===== src/sort_pkg.sv =====
// Shared types and constants for the scene object revision tracker.
// No dependencies.
`timescale 1ns / 1ps
package sort_pkg;
  localparam int Entries = 256;
  localparam int IdxW = 8;
  localparam int CntW = 9;

  localparam logic [1:0] OP_BEGIN = 2'd0;
  localparam logic [1:0] OP_TOUCH = 2'd1;
  localparam logic [1:0] OP_SWEEP = 2'd2;

  typedef enum logic [3:0] {
    S_IDLE, S_SCAN, S_SCAN_WAIT, S_TOUCH_RD, S_TOUCH_WR,
    S_SWP_RD, S_SWP_WR, S_OUT
  } state_t;

  // controller -> datapath
  typedef struct packed {
    logic load_in;
    logic do_begin;
    logic scan_clr;
    logic scan_step;
    logic rd_issue;
    logic touch_wr;
    logic swp_wr;
    logic out_load;
  } cmd_t;

  // datapath -> controller
  typedef struct packed {
    logic [1:0] op;
    logic       id_zero;
    logic       scan_last;
    logic       scan_hit;
    logic       have_slot;
  } stat_t;
endpackage


===== src/sort_ctrl.sv =====
// Sequencer for begin, touch and sweep operations.
// Depends on sort_pkg.
`timescale 1ns / 1ps
module sort_ctrl (
  input  logic            clk,
  input  logic            rst,
  input  logic            in_valid,
  output logic            in_ready,
  output logic            out_valid,
  input  logic            out_ready,
  output sort_pkg::cmd_t  cmd,
  input  sort_pkg::stat_t st
);
  sort_pkg::state_t state, state_next;
  logic [sort_pkg::IdxW:0] cnt;
  logic ov;

  always_ff @(posedge clk) begin
    if (rst) state <= sort_pkg::S_IDLE;
    else state <= state_next;
  end

  // sweep slot counter
  always_ff @(posedge clk) begin
    if (rst || state == sort_pkg::S_IDLE) cnt <= '0;
    else if (state == sort_pkg::S_SWP_WR) cnt <= cnt + 1'b1;
  end

  // output valid register, held until taken
  always_ff @(posedge clk) begin
    if (rst) ov <= 1'b0;
    else if (state == sort_pkg::S_OUT) ov <= 1'b1;
    else if (out_ready) ov <= 1'b0;
  end
  assign out_valid = ov;

  // next state
  always_comb begin
    state_next = state;
    case (state)
      sort_pkg::S_IDLE: if (in_valid && in_ready) state_next = sort_pkg::S_SCAN;
      sort_pkg::S_SCAN: begin
        case (st.op)
          sort_pkg::OP_TOUCH: state_next = st.id_zero ? sort_pkg::S_OUT
                                                      : sort_pkg::S_SCAN_WAIT;
          sort_pkg::OP_SWEEP: state_next = sort_pkg::S_SWP_RD;
          default:            state_next = sort_pkg::S_OUT;
        endcase
      end
      sort_pkg::S_SCAN_WAIT: if (st.scan_last)
        state_next = st.have_slot ? sort_pkg::S_TOUCH_RD : sort_pkg::S_OUT;
      sort_pkg::S_TOUCH_RD: state_next = sort_pkg::S_TOUCH_WR;
      sort_pkg::S_TOUCH_WR: state_next = sort_pkg::S_OUT;
      sort_pkg::S_SWP_RD:   state_next = sort_pkg::S_SWP_WR;
      sort_pkg::S_SWP_WR:   state_next = cnt[sort_pkg::IdxW-1:0] == '1 ?
                                         sort_pkg::S_OUT : sort_pkg::S_SWP_RD;
      sort_pkg::S_OUT:      state_next = sort_pkg::S_IDLE;
      default:              state_next = sort_pkg::S_IDLE;
    endcase
  end

  // outputs
  always_comb begin
    cmd = '0;
    in_ready = (state == sort_pkg::S_IDLE) && (!ov || out_ready);
    case (state)
      sort_pkg::S_IDLE: begin
        cmd.load_in = in_valid && in_ready;
        cmd.scan_clr = 1'b1;
      end
      // begin frame takes the latched frame number
      sort_pkg::S_SCAN:      cmd.do_begin = (st.op == sort_pkg::OP_BEGIN);
      sort_pkg::S_SCAN_WAIT: cmd.scan_step = 1'b1;
      sort_pkg::S_TOUCH_RD:  cmd.rd_issue = 1'b1;
      sort_pkg::S_TOUCH_WR:  cmd.touch_wr = 1'b1;
      sort_pkg::S_SWP_RD:    cmd.rd_issue = 1'b1;
      // the slot pointer advances after each sweep write
      sort_pkg::S_SWP_WR: begin
        cmd.swp_wr = 1'b1; cmd.scan_step = 1'b1;
      end
      sort_pkg::S_OUT:       cmd.out_load = 1'b1;
      default: ;
    endcase
  end
endmodule

===== config.mk =====
export PLATFORM = sky130hd
export DESIGN_NAME = sort_ctrl
export DESIGN_NICKNAME = d
export VERILOG_FILES = /design/src/sort_pkg.sv /design/src/sort_ctrl.sv
export SDC_FILE = /design/constraint.sdc
export NUM_CORES = 1
export LEC_CHECK = 0
export ABC_AREA = 1
export BUFFER_PORTS_ARGS = -buffer_cell sky130_fd_sc_hd__buf_2
export CAP_MARGIN = 20
export CORE_MARGIN = 2
export CORE_UTILIZATION = 25
export DETAILED_ROUTE_END_ITERATION = 6
export GPL_ROUTABILITY_DRIVEN = 0
export SKIP_LAST_GASP = 1
export SLEW_MARGIN = 20
export SYNTH_ARGS = -nofsm -noshare
export SYNTH_HDL_FRONTEND = slang
export SYNTH_SLANG_ARGS = --single-unit

===== constraint.sdc =====
create_clock -name clk -period 1.2 [get_ports clk]
set_clock_uncertainty 0.2 [all_clocks]
set_input_delay 0.18 -clock clk [delete_from_list [all_inputs] [get_ports clk]]
set_output_delay 0.18 -clock clk [all_outputs]
set_load 0.05 [all_outputs]

==> results.md, run 1 <==
* Status: finished with violations
* Failing checks: negative setup slack
* N_diodes at 0
* Final nets at 168
* Cell area after layout at 1434 µm²
* Vias/cell at 4.477
* Ratio of cells with drive above 1 in the final layout at 56.86%
* Placed instance area at 1102 µm²
* Hold Crit Class: in -> reg
* RR Endpoint: state[0]$_SDFFE_PP0P_
* Vias at 882
* Max Clk Rate at 603.8 MHz
* Worst path max stage delay at 0.37 ns
* Flops & latches, synth at 12
* DRC violations left at 0
* Final setup vio count at 20
* Primary FF master, synth: dfxtp_1
* Avg WL per Cell at 11.86 µm
* Initial DRC count at 15
* Worst skew pair latency at 0.28 ns
* DRT antenna net count at 0
* Top-count cell post-synth: nand2_1
* Clk slew on worst S/H paths at 0.08 ns
* Sequential element share of the synthesized area at 29.49%
* First-pass GRT wire length at 3539 µm
* Top layer in use: met4
* H-tree Lvls at 1
* Post-synthesis instance area at 814.5 µm²
* Pre-Repair DR Iteration Count at 4
* Worst VDD drop at 0.6948 mV
* Root Driver: clkbuf_4
* Crit-path slowest cell: dfxtp_4
* Synthesized Nets at 128
* Tot GR Track Use at 12.96%
* Family with the most delay on the worst path: flip-flops
* Post-synth ARST share at 0%
* Max-slew headroom at 82.28%
* Starting Density at 26.46%
* LEAKAGE at 0.6092 nW
* Syn_area_per_cell at 7.145 µm²
* CP Depth at 5
* Crit path capture: in_ready
* Distinct cells, synth at 21
* Final hold vios at 0
* IO buf count at 18
* Synth Warn # at 0
* Critical path startpoint category: register
* DIE WIDTH at 61.08 µm
* Slew at the pin closest to its max-slew limit at 0.2638 ns
* Area leader, netlist: dfxtp_1
* Critical Path AT at 1.28 ns
* DR WL met2 at 1296 µm
* TritonCTS buffer count at 3
* Critical path buffers and inverters at 2
* Critical Path RT at 0.82 ns
* Number of flops mapped to enable cells by yosys at 0
* Crit Reg-Reg Startpoint: state[0]$_SDFFE_PP0P_
* Grt total ovfl at 0
* Dpl ws at -0.3070 ns
* Die area at 3731 µm²
* Worst reg2reg path depth at 6
* Max clock buf depth at 2
* Final wirelength at 2336 µm
* Max-cap violations at 0
* Finished Core Util at 46.59%
* Cells after Synth at 114
* Core box area at 3078 µm²
* Critical Path Start: state[2]$_SDFFE_PP0P_
* Synth cell count leaders: 23 x nand2_1, 16 x inv_1, 13 x nor2_1
* Share of the synthesized area in the top cell type at 29.49%
* Area delta synth->final at 76.04%
* RSZ-0062 raised after global routing: yes
* CTS Sinks at 12
* Wire length on met3 at 81 µm
* Slew Limit Fails at 0
* Critical Path, Cell by Cell: buf_12 -> nor2_4 -> nand2_4 -> nor2_2 -> buf_6
* Ports at 20
* Critical Path Fanout Max at 3
* Minimum clock period at 1.656 ns
* Setup crit end kind: output pin
* Initial antenna violation count at 0
* Period utilization at 138.0%
* Met1 wire length at 919 µm
* Num rows at 20
* TNS Setup at -5.164 ns
* Worst reg-to-reg setup slack at -0.24 ns
* Setup CP Type: reg -> out
* Synth area leaders: dfxtp_1 29%, nand2_1 11%, inv_1 7.4%
* TritonCTS clock tree: yes
* Largest net degree at the start of global routing at 8
* Final HPWL DP at 1512 µm
* Pwr/cell area at 2186 nW/µm²
* Vias in the first global route at 859
* Die Y-Extent at 61.08 µm
* PnR worst setup slack at -0.4561 ns
-- placed cells by master (no fill, tap or decap), types with 4 or more instances in the layout --
cell type	netlist	final
nand2_1	23	18
inv_1	16	13
buf_6	3	12
buf_4	0	10
nor2_4	4	8
dfxtp_1	12	8
buf_2	0	8
nor2_1	13	6
a21oi_1	8	5
buf_8	0	5
nand3_1	7	4
nor3_2	2	4
ha_1	4	4
-- routing by layer --
layer  GRT usage (%)  vias up
met3           2.521        4
met5               0        -
li1                -      439
met1           14.21      421
met4           5.590        0
met2           24.01       18
-- through the flow --
stage | std cells | hold WS, ns | total power [mW]
after global routing | 197 | 0.02250 | 3.300
after floorplan | 114 | 0.04907 | 1.699
final | 197 | 0.003633 | 3.135
after detailed placement | 185 | 0.2519 | 2.115
after CTS | 196 | -0.00007369 | 2.961
after global placement | 185 | 0.2489 | 2.103
-- where the power goes --
part	internal [mW]	switching (mW)	leakage [nW]
sequential	0.473	0.106	0.0997
combinational	0.930	1.29	0.489
clock	0.185	0.154	0.0210
-- cells by family (layout without fill, tap and decap cells) --
| group | count (synthesis) | after routing | share of synthesized area, % |
|---|---|---|---|
| xor+xnor | 1 | 1 | 1.075 |
| compound gates | 14 | 14 | 9.216 |
| flops | 12 | 12 | 29.49 |
| simple gates | 60 | 60 | 39.79 |
| fa+ha+maj | 4 | 4 | 6.145 |
| buf+inv | 23 | 62 | 14.29 |
-- worst min path at each step --
stage                                   to  slack [ns]  depth (start not counted)  startpoint
detailed placement   state[2]$_SDFFE_PP0P_        0.25                          2         rst
finish                 cnt[6]$_SDFFE_PP0N_       0.004                          4         rst
global placement     state[2]$_SDFFE_PP0P_        0.25                          2         rst
floorplan            state[1]$_SDFFE_PP0P_        0.05                          1         rst
global route        out_valid$_SDFFE_PP0P_        0.02                          2         rst
CTS                    cnt[2]$_SDFFE_PP0N_    -0.00007                          4         rst
-- state kept, by name, summed over array words and instances (netlist names) --
register / cells
cnt: 8
out_valid: 1
state: 3
-- cell type report --
cell class / instances / area (µm²)
clock buffers: 4 / 36.28
fillers: 305 / 1644
inverters: 20 / 106.4
multi-input cells: 79 / 608.1
flip-flops and latches: 12 / 252.7
well taps: 44 / 55.05
repair buffers: 38 / 375.4
-- worst register-to-register path: cells and delay by family (launching register included) --
family        cells  cell delay (ns)
simple gates      4             0.48
buf+inv           2             0.27
flops             1             0.38
-- timing repair --
item	CTS	global route
hold buffers	1	0
hold endpoints to repair	3	0
gates resized for setup	52	18
endpoints found under the setup margin	22	22
setup buffers	7	1
pin swaps	11	11
gates cloned	0	0
(Power assumes the default switching activity.)
==> run 2: changes to the inputs <==
Settings changed: CORE_MARGIN 2 to default.
==> results.md, run 2 (same netlist as run 1, synthesis figures left out) <==
* Avg WL per Cell at 9.897 µm (-17%)
* Initial antenna violation count at 0 (unchanged)
* Worst skew pair latency at 0.27 ns (about the same)
* DIE WIDTH at 59.08 µm (-3.3%)
* First-pass GRT wire length at 3491 µm (-1.4%)
* Crit path top cell by count: buf_6
* Max clock buf depth at 2 (unchanged)
* Final HPWL DP at 1422 µm (-6.0%)
* Crit-path slowest cell: dfxtp_4
* Largest net degree at the start of global routing at 8 (unchanged)
* Critical Path Fanout Max at 6 (+3)
* Clk slew on worst S/H paths at 0.08 ns (about the same)
* Most frequent cells in the layout: 19 x nand2_1, 16 x buf_6, 14 x inv_1
* CP Depth at 3 (-2)
* TritonCTS buffer count at 3 (unchanged)
* Slew Limit Fails at 0 (unchanged)
* Ratio of cells with drive above 1 in the final layout at 53.33% (-3.5 points)
* Area delta synth->final at 62.67%
* Pre-Repair DR Iteration Count at 4 (unchanged)
* Critical Path AT at 1.16 ns (-0.12 ns)
* Hold slack final at 0.004910 ns (+0.001277 ns)
* PnR worst setup slack at -0.3413 ns (+0.1147 ns)
* N_diodes at 0 (unchanged)
* Grt total ovfl at 0 (unchanged)
* IO buf count at 18 (unchanged)
* Finished Core Util at 43.05% (-3.5 points)
* Status: finished with violations
* Max-cap violations at 0 (unchanged)
* Final wirelength at 1920 µm (-18%)
* Core box area at 3078 µm² (unchanged)
* TritonCTS clock tree: yes
* Final nets at 165 (-1.8%)
* Die Y-Extent at 59.08 µm (-3.3%)
* Num rows at 20 (unchanged)
* Initial DRC count at 18 (+3)
* Filler Cells Inserted at 302 (-0.98%)
* Worst reg2reg path depth at 6 (unchanged)
* Vias/cell at 4.258 (-4.9%)
* Vias at 826 (-6.3%)
* Slew at the pin closest to its max-slew limit at 0.3079 ns (+0.04403 ns)
* Hold Crit Class: in -> reg
* Pwr/cell area at 2068 nW/µm² (-5.4%)
* RSZ-0062 raised after global routing: yes
* DRC violations left at 0 (unchanged)
* Max-slew headroom at 79.32% (-3.0 points)
* Dpl ws at -0.3119 ns (-0.004921 ns)
* Failing checks: negative setup slack
* Post-layout power at 2.740 mW (-13%)
* Most common cell after layout, fill and taps aside: nand2_1
* DRT antenna net count at 0 (unchanged)
* Vias in the first global route at 856 (-0.35%)
* Critical Path, Cell by Cell: buf_6 -> nor3_4 -> buf_6
* Critical path buffers and inverters at 2 (unchanged)
* Number of flip-flops in the largest register at 8 (unchanged)
* Max Clk Rate at 648.8 MHz (+7.4%)
* Final hold vios at 0 (unchanged)
* Worst path max stage delay at 0.39 ns (+0.02 ns)
* Die area at 3490 µm² (-6.4%)
* Area of the multi-input gates at 574.3 µm² (-5.6%)
* LEAKAGE at 0.5687 nW (-6.6%)
* Starting Density at 26.46% (unchanged)
* H-tree Lvls at 1 (unchanged)
* Minimum clock period at 1.541 ns (-0.1147 ns)
* Family with the most delay on the worst path: flip-flops
* FF+latch area at 252.7 µm² (unchanged)
* Critical Path RT at 0.82 ns (about the same)
* Ports at 20 (unchanged)
* WHS Path Cells at 4 (unchanged)
* Period utilization at 128.4% (-9.6 points)
* Final setup vio count at 20 (unchanged)
* Worst VDD drop at 0.7484 mV (+7.7%)
* Root Driver: clkbuf_4
* CTS Sinks at 12 (unchanged)
* Setup crit end kind: output pin
* Critical path startpoint category: register
* Tot GR Track Use at 12.97% (about the same)
* Largest Register: cnt
* Setup CP Type: reg -> out
==> run 2: path summary, 6_finish.rpt <==
kind                            slack (ns)                     to             startpoint
worst min-delay path                 0.005    cnt[2]$_SDFFE_PP0N_                    rst
worst min register to register        0.29    cnt[7]$_SDFFE_PP0N_    cnt[7]$_SDFFE_PP0N_
worst max-delay path                 -0.34                 cmd[2]  state[0]$_SDFFE_PP0P_
worst max register to register       -0.21  state[0]$_SDFFE_PP0P_  state[2]$_SDFFE_PP0P_
==> run 2: per-layer routing <==
| layer | routed length, µm | vias to the layer above | part of all wire (%) | track usage, % |
|---|---|---|---|---|
| met5 | 0 | - | 0 | 0 |
| met4 | 9 | 0 | 0.47 | 2.041 |
| met3 | 59 | 2 | 3.1 | 3.275 |
| met2 | 1037 | 14 | 54 | 24.03 |
| met1 | 814 | 377 | 42 | 15.19 |
| li1 | - | 433 | - | - |
==> run 2: area by class of cell <==
type                    instances  area share, %
repair buffers                 35          24.17
inverters                      20          6.516
well taps                      44          4.155
multi-input cells              79          43.34
clock buffers                   4          2.738
flip-flops and latches         12          19.07
==> run 2: repair_timing <==
| action | 4_1_cts | 5_1_grt |
|---|---|---|
| hold endpoints to repair | 3 | 0 |
| pin swaps | 8 | 7 |
| setup buffers | 7 | 1 |
| gates resized for setup | 43 | 12 |
| endpoints found under the setup margin | 22 | 21 |
| hold buffers | 1 | 0 |
==> run 2: power breakdown <==
part	internal, mW	switching [mW]
Combinational	0.729	1.10
Clock	0.184	0.132
Sequential	0.473	0.119
Total	1.39	1.35
==> run 2: worst reg2reg max path, cell delays in order (launching register included) <==
cell,delay (ns)
dfxtp_4,0.37
buf_6,0.13
buf_4,0.14
nor3_2,0.22
nand2_1,0.07
nand2_1,0.10
nor3_1,0.06
==> run 2: per-stage QoR <==
stage | cells | cell area, µm² | TNS [ns]
2_1_floorplan | 114 | 875.8 | -2.931
3_3_place_gp | 184 | 1070 | -3.846
3_5_place_dp | 184 | 1070 | -4.803
4_1_cts | 195 | 1292 | -4.733
5_1_grt | 194 | 1325 | -5.611
6_report | 194 | 1325 | -4.376
==> run 3: changes to the inputs <==
--- a/config.mk
+++ b/config.mk
@@ -7,3 +7,2 @@
 export LEC_CHECK = 0
-export ABC_AREA = 1
 export BUFFER_PORTS_ARGS = -buffer_cell sky130_fd_sc_hd__buf_2
--- a/constraint.sdc
+++ b/constraint.sdc
@@ -4,2 +4,2 @@
 set_output_delay 0.18 -clock clk [all_outputs]
-set_load 0.05 [all_outputs]
+set_load 0.005 [all_outputs]
==> results.md, run 3 <==
* Status: finished with violations
* Failing checks: negative setup slack
* Synth area leaders: dfxtp_1 34%, ha_1 7.1%, a21oi_1 5.7%
* Worst path max stage delay at 0.35 ns (-0.04 ns)
* Crit path capture: cmd[7]
* H-tree Lvls at 1 (unchanged)
* Die Y-Extent at 54.94 µm (-7.0%)
* Avg WL per Cell at 11.65 µm (+18%)
* Flops & latches, synth at 12 (unchanged)
* Distinct cells, synth at 32 (+52%)
* Filler Cells Inserted at 272 (-9.9%)
* Number of flip-flops in the largest register at 8 (unchanged)
* Die area at 3018 µm² (-14%)
* Largest net degree at the start of global routing at 12 (+4)
* DIE WIDTH at 54.94 µm (-7.0%)
* Starting Density at 27.29% (+0.83 points)
* LEAKAGE at 0.5458 nW (-4.0%)
* Worst reg2reg path depth at 5 (-1)
* Critical Path, Cell by Cell: buf_6 -> nor3_4 -> and3_1 -> buf_2
* Post-synthesis instance area at 700.7 µm² (-14%)
* Crit-path slowest cell: dfxtp_2
* Post-layout power at 1.622 mW (-41%)
* TritonCTS clock tree: yes
* Final nets at 141 (-15%)
* Largest Register: cnt
* Critical Path AT at 1.22 ns (+0.06 ns)
* Initial DRC count at 13 (-5)
* Area of the multi-input gates at 496.7 µm² (-14%)
* Top-count cell post-synth: dfxtp_1
* Post-synth ARST share at 0% (unchanged)
* Period utilization at 133.5% (+5.1 points)
* IO buf count at 18 (unchanged)
* Final HPWL DP at 1292 µm (-9.1%)
* Area leader, netlist: dfxtp_1
* TritonCTS buffer count at 3 (unchanged)
* First-pass GRT wire length at 2987 µm (-14%)
* Worst reg-to-reg setup slack at -0.26 ns (-0.05 ns)
* Worst VDD drop at 0.7182 mV (-4.0%)
* Critical Path Fanout Max at 5 (-1)
* Slew Limit Fails at 0 (unchanged)
* Final wirelength at 1817 µm (-5.4%)
* Primary FF master, synth: dfxtp_1
* DRT antenna net count at 0 (unchanged)
* Area delta synth->final at 66.79%
* Vias in the first global route at 717 (-16%)
* Worst skew pair latency at 0.28 ns (about the same)
* Pre-Repair DR Iteration Count at 3 (-1)
* Clk slew on worst S/H paths at 0.08 ns (about the same)
* Root Driver: clkbuf_4
* Slew at the pin closest to its max-slew limit at 0.3135 ns (+0.005641 ns)
* Initial antenna violation count at 0 (unchanged)
* Max Clk Rate at 624.2 MHz (-3.8%)
* Synthesized Nets at 97 (-24%)
* Setup crit end kind: output pin
* Pwr/cell area at 1388 nW/µm² (-33%)
* Final setup vio count at 20 (unchanged)
* Most frequent cells in the layout: 18 x buf_2, 15 x buf_4, 8 x buf_6
* Critical path startpoint category: register
* Critical Path RT at 0.82 ns (about the same)
* Ports at 20 (unchanged)
* Synth cell count leaders: 12 x dfxtp_1, 8 x a21oi_1, 6 x o21ai_0
* Number of flops mapped to enable cells by yosys at 0 (unchanged)
* DRC violations left at 0 (unchanged)
* Setup CP Type: reg -> out
* PnR worst setup slack at -0.4021 ns (-0.06074 ns)
* FF+latch area at 256.5 µm² (+1.5%)
* Syn_area_per_cell at 8.442 µm² (+18%)
* Hold slack final at 0.05796 ns (+0.05305 ns)
* Crit Reg-Reg Startpoint: state[2]$_SDFFE_PP0P_
* Cells after Synth at 83 (-27%)
* CTS Sinks at 12 (unchanged)
* Most common cell after layout, fill and taps aside: buf_2
* Grt total ovfl at 0 (unchanged)
* Minimum clock period at 1.602 ns (+0.06074 ns)
* Ratio of cells with drive above 1 in the final layout at 53.17% (-0.16 points)
* RR Endpoint: cnt[7]$_SDFFE_PP0N_
* Vias/cell at 4.949 (+16%)
* Hold Crit Class: in -> reg
* Sequential element share of the synthesized area at 34.29% (+4.8 points)
* Num rows at 18 (-10%)
* Core box area at 2567 µm² (-17%)
* Max-slew headroom at 79.10% (-0.22 points)
* Vias at 772 (-6.5%)
* Max-cap violations at 0 (unchanged)
* N_diodes at 0 (unchanged)
* Max clock buf depth at 2 (unchanged)
* RSZ-0062 raised after global routing: yes
* Share of the synthesized area in the top cell type at 34.29% (+4.8 points)
* Critical Path Start: state[0]$_SDFFE_PP0P_
* Synth Warn # at 0 (unchanged)
* Tot GR Track Use at 14.09% (+1.1 points)
* Final hold vios at 0 (unchanged)
==> run 3: where the power goes <==
part	leakage, nW	internal [mW]	switching (mW)
logic	0.424	0.442	0.339
registers	0.101	0.446	0.0617
clock network	0.0210	0.185	0.149
==> run 3: area by class of cell <==
class,count,share of cell area [%]
inverters,5,1.606
flip-flops and latches,12,21.95
repair buffers,43,27.62
clock buffers,4,3.105
multi-input cells,62,42.51
well taps,30,3.212
==> run 3: logic make-up after synthesis <==
group	share of synthesized area [%]
DFF	34.29
buffers and inverters	5.536
AOI/OAI and AO/OA	17.68
and+or+nand+nor	30.18
adders and majority gates	7.143
xor gates and xnor gates	3.751
muxes	1.429
==> run 3: through the flow <==
step	setup TNS, ns	cell area, µm²	cells	util, %	setup slack, ns
2_1_floorplan	-0.9613	720.7	83	-	-0.1617
3_3_place_gp	-2.331	991.0	148	38.60	-0.2036
3_5_place_dp	-2.879	991.0	148	38.60	-0.3569
4_1_cts	-4.995	1139	156	44.35	-0.4143
5_1_grt	-6.115	1169	156	45.52	-0.4698
6_report	-4.867	1169	156	45.52	-0.4021
==> run 3: worst min-delay path by stage <==
stage                    from                      to  slack, ns  cells past startpoint
floorplan                 rst   state[1]$_SDFFE_PP0P_       0.04                      1
global placement          rst   state[1]$_SDFFE_PP0P_       0.20                      2
detailed placement        rst   state[0]$_SDFFE_PP0P_       0.21                      2
CTS                 out_ready  out_valid$_SDFFE_PP0P_       0.06                      3
global route        out_ready  out_valid$_SDFFE_PP0P_        0.1                      3
finish              out_ready  out_valid$_SDFFE_PP0P_       0.06                      3
==> run 3: repair_timing <==
action,CTS,global route
endpoints found under the hold margin,4,0
buffers inserted,3,0
gates cloned,0,0
pin swaps,16,2
hold buffers,1,0
resized for setup,21,8
endpoints found under the setup margin,20,21
==> run 3: critical path: cells and delay by family, from the launching register on <==
kind                   cells  cell delay (ns)
buffers and inverters      2             0.23
flip-flops                 1             0.35
AND/OR/NAND/NOR            2             0.37
==> run 3: routing by layer <==
| metal | track usage [%] | vias to the layer above | routed length [µm] |
|---|---|---|---|
| met5 | 0 | - | 0 |
| met4 | 7.500 | 0 | 28 |
| met3 | 2.459 | 4 | 74 |
| met2 | 24.70 | 18 | 974 |
| met1 | 16.12 | 363 | 740 |
| li1 | - | 387 | - |
